[src/rtl/max_priority_queue_macros.svh]
// Assertion macros used by the priority queue RTL.
`ifndef MAX_PRIORITY_QUEUE_MACROS_SVH
`define MAX_PRIORITY_QUEUE_MACROS_SVH

// Check a property on every rising clock edge outside reset.
`define MPQ_ASSERT(lbl, clk, rstn, prop, msg) \
  lbl: assert property (@(posedge clk) disable iff (!rstn) (prop)) else $error(msg);

// Check that a condition in one cycle implies another in the next cycle.
`define MPQ_ASSERT_NEXT(lbl, clk, rstn, ante, cons, msg) \
  lbl: assert property (@(posedge clk) disable iff (!rstn) (ante) |=> (cons)) else $error(msg);

`endif

[src/rtl/mpq_pkg.sv]
// Types, codes and default sizes of the max priority queue.
package mpq_pkg;

  localparam int unsigned MPQ_DEPTH       = 16;
  localparam int unsigned MPQ_VALUE_WIDTH = 32;
  localparam int unsigned DATA_WIDTH      = 32;
  localparam int unsigned OCC_WIDTH       = 5;

  typedef enum logic {
    CMD_ENQUEUE = 1'b0,
    CMD_DEQUEUE = 1'b1
  } cmd_e;

  typedef enum logic [1:0] {
    STATUS_OK    = 2'd0,
    STATUS_FULL  = 2'd1,
    STATUS_EMPTY = 2'd2
  } status_e;

  typedef enum logic [3:0] {
    ST_IDLE  = 4'b0001,
    ST_SCAN  = 4'b0010,
    ST_SHIFT = 4'b0100,
    ST_DONE  = 4'b1000
  } state_e;

  typedef struct packed {
    cmd_e                   command;
    logic signed [DATA_WIDTH-1:0] value;
  } mpq_in_t;

  typedef struct packed {
    logic signed [DATA_WIDTH-1:0] result_value;
    status_e                      status;
    logic [OCC_WIDTH-1:0]         occupancy;
  } mpq_out_t;

endpackage

[src/rtl/max_priority_queue.sv]
// Max priority queue: unsorted entry store with a scanning comparator.
// Values are stored unsorted in arrival order in a single-port-read,
// single-port-write memory of DEPTH entries. One beat goes in, exactly one
// result beat comes out, and the input is stalled until that item is done.
// An enqueue, or any refused command, goes to the done state, which loads
// the result register once it is free and returns to idle to free the input.
// A dequeue walks the memory with one comparator, one read a cycle, to find
// the largest value (oldest wins a tie), then the same read port moves every
// later entry down one slot. The result register lets the next beat be
// accepted while a finished result still waits.
// Status: 0 ok, 1 enqueue refused (full), 2 dequeue refused (empty, value 0).
module max_priority_queue #(
  parameter int unsigned DEPTH       = mpq_pkg::MPQ_DEPTH,
  parameter int unsigned VALUE_WIDTH = mpq_pkg::MPQ_VALUE_WIDTH
) (
  input  logic             clk_i,
  input  logic             rst_ni,
  input  logic             in_valid_i,
  output logic             in_stall_o,
  input  mpq_pkg::mpq_in_t in_data_i,
  output logic             out_valid_o,
  input  logic             out_stall_i,
  output mpq_pkg::mpq_out_t out_data_o
);
  import mpq_pkg::*;

  `include "max_priority_queue_macros.svh"

  localparam int unsigned IDX_W = (DEPTH > 1) ? $clog2(DEPTH) : 1;
  localparam int unsigned CNT_W = $clog2(DEPTH + 1);
  localparam logic [CNT_W-1:0] CNT_FULL = CNT_W'(DEPTH);
  localparam logic [CNT_W-1:0] CNT_ONE  = CNT_W'(1);

  // Entry store
  logic [VALUE_WIDTH-1:0] mem [DEPTH];
  logic [VALUE_WIDTH-1:0] rdata_q;

  state_e                 state_q, state_d;
  logic [CNT_W-1:0]       cnt_q, cnt_d;
  logic [CNT_W-1:0]       ptr_q, ptr_d;
  logic                   cmp_vld_q, cmp_vld_d;
  logic [IDX_W-1:0]       cmp_idx_q, cmp_idx_d;
  logic [VALUE_WIDTH-1:0] best_q, best_d;
  logic [IDX_W-1:0]       best_idx_q, best_idx_d;
  logic                   wr_pend_q, wr_pend_d;
  logic [IDX_W-1:0]       wr_addr_q, wr_addr_d;
  logic [DATA_WIDTH-1:0]  res_q, res_d;
  status_e                status_q, status_d;
  logic                   out_valid_q, out_valid_d;
  mpq_out_t               out_data_q, out_data_d;

  logic                   in_accept;
  logic                   rd_en;
  logic                   mem_we;
  logic [IDX_W-1:0]       mem_waddr;
  logic [VALUE_WIDTH-1:0] mem_wdata;
  logic [VALUE_WIDTH-1:0] enq_val;
  logic                   take;

  assign in_stall_o  = (state_q != ST_IDLE);
  assign in_accept   = in_valid_i && !in_stall_o;
  assign out_valid_o = out_valid_q;
  assign out_data_o  = out_data_q;

  // Sign-extend or truncate the incoming value to the stored width
  assign enq_val = VALUE_WIDTH'(in_data_i.value);

  // New maximum: first entry, or strictly larger than the best so far
  assign take = (cmp_idx_q == '0) || ($signed(rdata_q) > $signed(best_q));

  // Sequencer
  always_comb begin
    state_d     = state_q;
    cnt_d       = cnt_q;
    ptr_d       = ptr_q;
    cmp_vld_d   = 1'b0;
    cmp_idx_d   = cmp_idx_q;
    best_d      = best_q;
    best_idx_d  = best_idx_q;
    wr_pend_d   = 1'b0;
    wr_addr_d   = wr_addr_q;
    res_d       = res_q;
    status_d    = status_q;
    rd_en       = 1'b0;
    mem_we      = 1'b0;
    mem_waddr   = wr_addr_q;
    mem_wdata   = rdata_q;
    out_valid_d = out_valid_q && out_stall_i;
    out_data_d  = out_data_q;

    unique case (state_q)
      ST_IDLE: begin
        if (in_accept) begin
          res_d    = '0;
          status_d = STATUS_OK;
          state_d  = ST_DONE;
          if (in_data_i.command == CMD_ENQUEUE) begin
            if (cnt_q == CNT_FULL) begin
              status_d = STATUS_FULL;
            end else begin
              mem_we    = 1'b1;
              mem_waddr = cnt_q[IDX_W-1:0];
              mem_wdata = enq_val;
              cnt_d     = cnt_q + CNT_ONE;
            end
          end else if (cnt_q == '0) begin
            status_d = STATUS_EMPTY;
          end else begin
            ptr_d   = '0;
            state_d = ST_SCAN;
          end
        end
      end

      ST_SCAN: begin
        // Issue one read a cycle, compare the data from the cycle before
        rd_en = (ptr_q < cnt_q);
        if (rd_en) begin
          ptr_d = ptr_q + CNT_ONE;
        end
        cmp_vld_d = rd_en;
        cmp_idx_d = ptr_q[IDX_W-1:0];
        if (cmp_vld_q && take) begin
          best_d     = rdata_q;
          best_idx_d = cmp_idx_q;
        end
        if (!rd_en && cmp_vld_q) begin
          ptr_d   = CNT_W'(best_idx_d) + CNT_ONE;
          state_d = ST_SHIFT;
        end
      end

      ST_SHIFT: begin
        // Read slot i, write it back to slot i-1 in the next cycle
        rd_en = (ptr_q < cnt_q);
        if (rd_en) begin
          ptr_d     = ptr_q + CNT_ONE;
          wr_pend_d = 1'b1;
          wr_addr_d = ptr_q[IDX_W-1:0] - IDX_W'(1);
        end
        if (wr_pend_q) begin
          mem_we    = 1'b1;
          mem_waddr = wr_addr_q;
          mem_wdata = rdata_q;
        end
        if (!rd_en && !wr_pend_q) begin
          cnt_d   = cnt_q - CNT_ONE;
          res_d   = DATA_WIDTH'(best_q);
          state_d = ST_DONE;
        end
      end

      ST_DONE: begin
        // Load the result register once it is free
        if (!out_valid_q || !out_stall_i) begin
          out_valid_d           = 1'b1;
          out_data_d.result_value = res_q;
          out_data_d.status     = status_q;
          out_data_d.occupancy  = OCC_WIDTH'(cnt_q);
          state_d               = ST_IDLE;
        end
      end

      default: begin
        state_d = ST_IDLE;
      end
    endcase
  end

  // Control registers
  always_ff @(posedge clk_i or negedge rst_ni) begin
    if (!rst_ni) begin
      state_q     <= ST_IDLE;
      cnt_q       <= '0;
      ptr_q       <= '0;
      cmp_vld_q   <= 1'b0;
      wr_pend_q   <= 1'b0;
      out_valid_q <= 1'b0;
    end else begin
      state_q     <= state_d;
      cnt_q       <= cnt_d;
      ptr_q       <= ptr_d;
      cmp_vld_q   <= cmp_vld_d;
      wr_pend_q   <= wr_pend_d;
      out_valid_q <= out_valid_d;
    end
  end

  // Payload registers
  always_ff @(posedge clk_i) begin
    cmp_idx_q  <= cmp_idx_d;
    best_q     <= best_d;
    best_idx_q <= best_idx_d;
    wr_addr_q  <= wr_addr_d;
    res_q      <= res_d;
    status_q   <= status_d;
    out_data_q <= out_data_d;
  end

  // Memory: one registered read and one write per cycle
  always_ff @(posedge clk_i) begin
    if (rd_en) begin
      rdata_q <= mem[ptr_q[IDX_W-1:0]];
    end
    if (mem_we) begin
      mem[mem_waddr] <= mem_wdata;
    end
  end

  // Assertions
  `MPQ_ASSERT(a_cnt_range, clk_i, rst_ni, cnt_q <= CNT_FULL, "entry count exceeds depth")
  `MPQ_ASSERT_NEXT(a_busy_after_accept, clk_i, rst_ni, in_accept, in_stall_o, "input not stalled after accept")
  `MPQ_ASSERT_NEXT(a_cnt_stable_scan, clk_i, rst_ni, state_q == ST_SCAN, $stable(cnt_q), "entry count changed during scan")
  `MPQ_ASSERT(a_result_from_done, clk_i, rst_ni, $rose(out_valid_q) |-> $past(state_q == ST_DONE), "result loaded outside done state")

endmodule
[config.mk]
export PLATFORM = sky130hd
export DESIGN_NAME = max_priority_queue
export DESIGN_NICKNAME = d
export VERILOG_FILES = /design/src/rtl/mpq_pkg.sv /design/src/rtl/max_priority_queue.sv
export VERILOG_INCLUDE_DIRS = /design/src /design/src/rtl
export SDC_FILE = /design/constraint.sdc
export NUM_CORES = 1
export LEC_CHECK = 0
export BUFFER_PORTS_ARGS = -buffer_cell sky130_fd_sc_hd__buf_2
export CORE_ASPECT_RATIO = 1.4
export CORE_UTILIZATION = 53
export CTS_CLUSTER_DIAMETER = 200
export DETAILED_ROUTE_END_ITERATION = 10
export PLACE_DENSITY = 0.7
export SLEW_MARGIN = 15
export SYNTH_ARGS = -nofsm -noshare
export SYNTH_HDL_FRONTEND = slang
export SYNTH_SLANG_ARGS = --single-unit
export TNS_END_PERCENT = 50
[constraint.sdc]
create_clock -name clk_i -period 11.7 [get_ports clk_i]
set_clock_uncertainty 0.05 [all_clocks]
set_input_delay 1.17 -clock clk_i [delete_from_list [all_inputs] [get_ports clk_i]]
set_output_delay 1.17 -clock clk_i [all_outputs]
set_load 0.02 [all_outputs]
Word level (Yosys, flattened, before mapping)
Memory sizes are Yosys's and may differ from the RTL's. A register that Yosys moved wholly into a read port is not among the register bits.
Index checks and enable logic that the tools add are counted.
{"block": "totals", "mem_bits_rw": 512, "word_cells": 109, "n_memories": 1, "in_bits": 37, "out_inout_bits": 41, "regBits": 134}
{"name": "mem", "depth": 16, "word_bits": 32, "read_ports": 1, "rd_ports_with_merged_regs": 1, "wr": 1, "line_no": "max_priority_queue.sv:35", "rtl": "logic [VALUE_WIDTH-1:0] mem [DEPTH];"}
{"block": "op_classes", "reduce_logical": 25, "magnitude_cmp": 2, "n_mux": 47, "n_eq_ne": 14, "n_addsub": 5}
{"op": "$mux 32", "count": 6}
{"op": "$pmux 32 s2", "count": 1}
{"op": "$mux 4", "count": 12}
{"op": "$mux 5", "count": 9}
{"op": "$gt 32x32->1", "count": 1}
{"op": "$ne 2x2->1 const B", "count": 8}
{"op": "$pmux 4 s4", "count": 1}
{"op": "$pmux 5 s3", "count": 1}
{"op": "$mux 1", "count": 13}
{"op": "$add 5x1->5 const B", "count": 2}
{"op": "$pmux 5 s2", "count": 1}
{"op": "$reduce_and 2->1", "count": 4}
{"op": "$reduce_and 4->1", "count": 2}
{"op": "$add 4x1->5 const B", "count": 1}
{"op": "$eq 5x5->1 const B", "count": 1}
{"op": "$logic_and 1x1->1", "count": 5}
{"op": "$logic_not 1->1", "count": 5}
{"op": "$logic_not 5->1", "count": 1}
{"op": "$lt 5x5->1", "count": 1}
{"op": "$reduce_and 5->1", "count": 1}
{"op": "$sub 5x1->5 const B", "count": 1}
{"op": "$eq 4x1->1 const B", "count": 1}
{"op": "$eq 4x2->1 const B", "count": 1}
{"op": "$eq 4x3->1 const B", "count": 1}
{"op": "other kinds (11)", "count": 13}

Longest topological paths before layout
{"block": "logic_depth", "depth_word": 8, "depth_mapped": 14, "mapped_depth_nobuf": 14}

Least setup slack after synthesis
No wires, ideal clock.
{"block": "synth_path", "path_type": "input to register", "startpoint": "input port in_valid_i", "endpoint": "memory mem[2][0] (netlist name) (enable)", "arrival_ns": 3.348, "slack_ns": 7.881, "path_stages": 6, "n_path_buf": 2, "required_time_ns": 11.229, "cell_sequence": "and2_1 and2_1 buf_2 buf_2 a32oi_1 nor2_1"}
{"block": "synth_via", "elab_chain_cells": 5, "elab_cells_between_ends": 7, "classes_between": "mux: 6; reduce/logical: 1"}
{"element": "start: declaration", "line_no": "max_priority_queue.sv:18", "rtl": "input logic in_valid_i,"}
{"element": "$logic_and 1x1->1 *", "line_no": "max_priority_queue.sv:61", "rtl": "assign in_accept = in_valid_i && !in_stall_o;"}
{"element": "$mux 1", "line_no": "max_priority_queue.sv:93", "rtl": "if (in_accept) begin"}
{"element": "$pmux 1 s2", "line_no": "max_priority_queue.sv:91", "rtl": "unique case (state_q)"}
{"element": "$mux 1", "line_no": "max_priority_queue.sv:205", "rtl": "if (mem_we) begin"}
{"element": "$mux 1 (not written as such)", "line_no": "max_priority_queue.sv:206", "rtl": "mem[mem_waddr] <= mem_wdata;"}
{"element": "end: declaration", "line_no": "max_priority_queue.sv:35"}
Mark *: on every way between the ends. The rest lies on a longest branch, timed or not.

Worst setup path after layout
{"block": "layout_path", "startpoint": "register state_q[0]", "endpoint": "memory mem[15][25] (netlist name) (enable)"}
{"block": "layout_via", "elab_chain_cells": 7, "elab_cells_between_ends": 11, "classes_between": "eq/ne: 3; mux: 6; reduce/logical: 2"}
{"element": "start: declaration", "line_no": "max_priority_queue.sv:38", "rtl": "state_e state_q, state_d;"}
{"element": "start signal: assignment", "line_no": "max_priority_queue.sv:180", "rtl": "state_q <= state_d;"}
{"element": "$ne 4x1->1", "line_no": "max_priority_queue.sv:60", "rtl": "assign in_stall_o = (state_q != ST_IDLE);"}
{"element": "$logic_not 1->1", "line_no": "max_priority_queue.sv:61"}
{"element": "$logic_and 1x1->1", "line_no": "max_priority_queue.sv:61"}
{"element": "$mux 1", "line_no": "max_priority_queue.sv:93"}
{"element": "$pmux 1 s2", "line_no": "max_priority_queue.sv:91"}
{"element": "$mux 1", "line_no": "max_priority_queue.sv:205"}
{"element": "$mux 1 (not written as such)", "line_no": "max_priority_queue.sv:206"}
Several ways; a longest one is shown, not always the timed one.

==> results.cfg <==
[pwr]
power_density_mw_per_mm2 = 228
net-switching-power_mw = 1.87
seq_power_share = 0.474
switching_share = 0.275
p_int_mw = 4.93
cellLeakagePower_nw = 9.72
irDropWorstVdd_mv = 0.196
p_comb_frac = 0.227
clock_power_share = 0.299

[timing]
tightest_slew_ns = 1.11
setup_viol = 0
finalHoldViolCount = 0
post-route-period-util = 0.333
slew_violations = 0
timing.fmax_mhz = 257
fin_tns_setup_ns = 0
layout_min_cycle_time_ns = 3.90
fin_hold_ws_ns = 0.368
slew_headroom = 0.262
rsz0062_at_grt = no

[synth]
async_flop_share = 0.0251
avgSynthCellArea_um2 = 21.4
synth_top_cell_area_share = 0.747
synth_most_common_cell = edfxtp_1
ys.warnings.count = 0
synth_edf_count = 661
ys.flop_type = edfxtp_1
synthDistinctLibCells = 63
syn_inst = 1242
synth.area.top_cells = edfxtp_1 75%, mux4_2 14%, ha_1 2.0%
synth_commonest_cells = 661 x edfxtp_1, 160 x mux4_2, 64 x nor2_1
syn-num-nets = 1322
ys_seq_area_frac = 0.763
yosys_register_bits = 678
syn_area_mm2 = 0.0266
synth_top_area_cell = edfxtp_1

[cts]
cts_hold_buf = 0
cts_sinks = 678
cts_tree = built
post_cts_buffers = 0
cts_resized = 0
cts-buffers-inserted = 59
cts.clk_slew.worst_paths_ns = 0.06
clock_latency_ns = 0.61
htreeDepth = 2
cts_root_buf = clkbuf_16
clk_path_buf_depth = 3

[cells_and_area]
final_layout_size_suffix_gt1_frac = 0.297
fin_nets = 1422
antenna_cells = 0
fill_cells = 3420
area_growth_pct = 12.4

[place]
place_congestion = 0.841
io_buffers = 77
hpwl_mm = 33.4

[floorplan]
start_util = 0.539
dieArea_mm2 = 0.0510
die_w_um = 191
core_area_mm2 = 0.0492
chipHeight_um = 267
std_cell_rows = 96
io_pins = 78

[global_routing]
grt_pass1_wl_mm = 80.2
antenna_found_initial = 1
overflow = 0
grt_usage = 0.215
first_global_vias = 12674
grt_max_degree = 117

[detailed_routing]
via_per_inst = 6.07
route.detailed.drc = 0
post_drt_wl_per_cell_um = 26.0
postRouteAntennaNets = 0
wirelength_mm = 52.7
num_vias = 12331
drt_iter0_markers = 1252
dr.pass1.iters = 5

[job]
maxCapViolations = 0

[outcome]
status = finished, final reports clean

[setup_path]
cp-start-kind = flip-flop
end_kind = flip-flop
critPathMaxFanout = 45
cp.required_ns = 11.86
crit_type = flip-flop to flip-flop
cp.arrival_ns = 4.06

[hold_path]
hold_path.class = flip-flop to flip-flop
[registers in the layout, summed over array words and instances, names as in the netlist]
| signal | count |
|---|---|
| out_data_o | 39 |
| rdata_q | 32 |
| wr_pend_q | 1 |
| res_q | 32 |
| cmp_vld_q | 1 |
| ptr_q | 5 |
| out_valid_o | 1 |
| cmp_idx_q | 4 |
| cnt_q | 5 |
| state_q | 4 |
| best_idx_q | 4 |
| wr_addr_q | 4 |
| mem | 512 |
| best_q | 32 |
| status_q | 2 |
[area by class of cell]
cell class | instances | area [µm²] | area share
well taps | 637 | 797 | 0.0267
multi-input cells | 469 | 6070 | 0.203
clock buffers | 76 | 1620 | 0.0543
flip-flops and latches | 678 | 20300 | 0.679
repair buffers | 86 | 465 | 0.0156
inverters | 48 | 180 | 0.00603
clock inverters | 36 | 439 | 0.0147
[metal layers]
metal / share of wire / vias to the layer above / global-route usage / wire length (µm)
li1: - / 5314 / - / -
met1: 0.43 / 6498 / 0.324 / 22600
met2: 0.47 / 450 / 0.330 / 25000
met3: 0.076 / 69 / 0.0339 / 4010
met4: 0.022 / 0 / 0.0553 / 1150
met5: 0 / - / 0 / 0
[cell families after synthesis]
kind of cell    after synthesis  share of synthesized area
flops                       678                      0.763
mux                         196                      0.151
fa+ha+maj                    43                     0.0205
buf+inv                      95                     0.0142
simple gates                143                     0.0277
compound gates               78                     0.0204
xor+xnor                      9                    0.00297
[stage by stage]
step | total power, mW | instance area (µm²) | util | worst slack (ns) | instances
after floorplan | 4.34 | 26600 | - | 7.88 | 1242
after global placement | 4.79 | 27800 | 0.564 | 7.55 | 1918
after detailed placement | 4.84 | 27800 | 0.564 | 7.42 | 1918
after CTS | 6.86 | 29900 | 0.606 | 7.74 | 2030
after global routing | 7.06 | 29900 | 0.606 | 7.58 | 2030
final | 6.80 | 29900 | 0.606 | 7.80 | 2030
[path summary, 6_finish.rpt]
kind | start | end | slack (ns) | cells after the start
min reg2reg | res_q[11] | out_data_o[18] | 0.37 | 0
max reg2reg | state_q[0] | mem[15][25] | 7.80 | 6
max | state_q[0] | mem[15][25] | 7.80 | 6
max in group asynchronous | rst_ni | ptr_q[0] | 10.82 | 1
min in group asynchronous | rst_ni | ptr_q[3] | 0.44 | 1
min | res_q[11] | out_data_o[18] | 0.37 | 0
[critical path, stage by stage, from the launching register on]
cell     delay (ns)
dfstp_2        0.53
nor4b_2        0.38
and2_1         0.26
and2_2         0.17
buf_4          0.56
a32oi_1        0.53
nor2_4         0.98
[cell usage in the layout, fill, tap and decap left out, drive strengths merged, types with 5 or more instances in the layout]
master,instances
a21o,10
a21oi,25
a31oi,7
buf,86
bufinv,9
clkbuf,76
clkinv,20
clkinvlp,5
dfrtp,16
edfxtp,661
ha,42
inv,50
mux2,33
mux4,160
nand2,22
nand3,8
nand4,11
nor2,65
nor3,9
o21ai,12
xor2,5
[power by group through the flow]
stage	clock network (mW)	logic [mW]	registers, mW
global placement	0	1.53	3.27
floorplan	0	1.14	3.20
detailed placement	0	1.56	3.28
finish	2.03	1.55	3.22
CTS	2.06	1.57	3.23
global route	2.15	1.67	3.24
No activity file was read; power rests on OpenSTA's default activity.
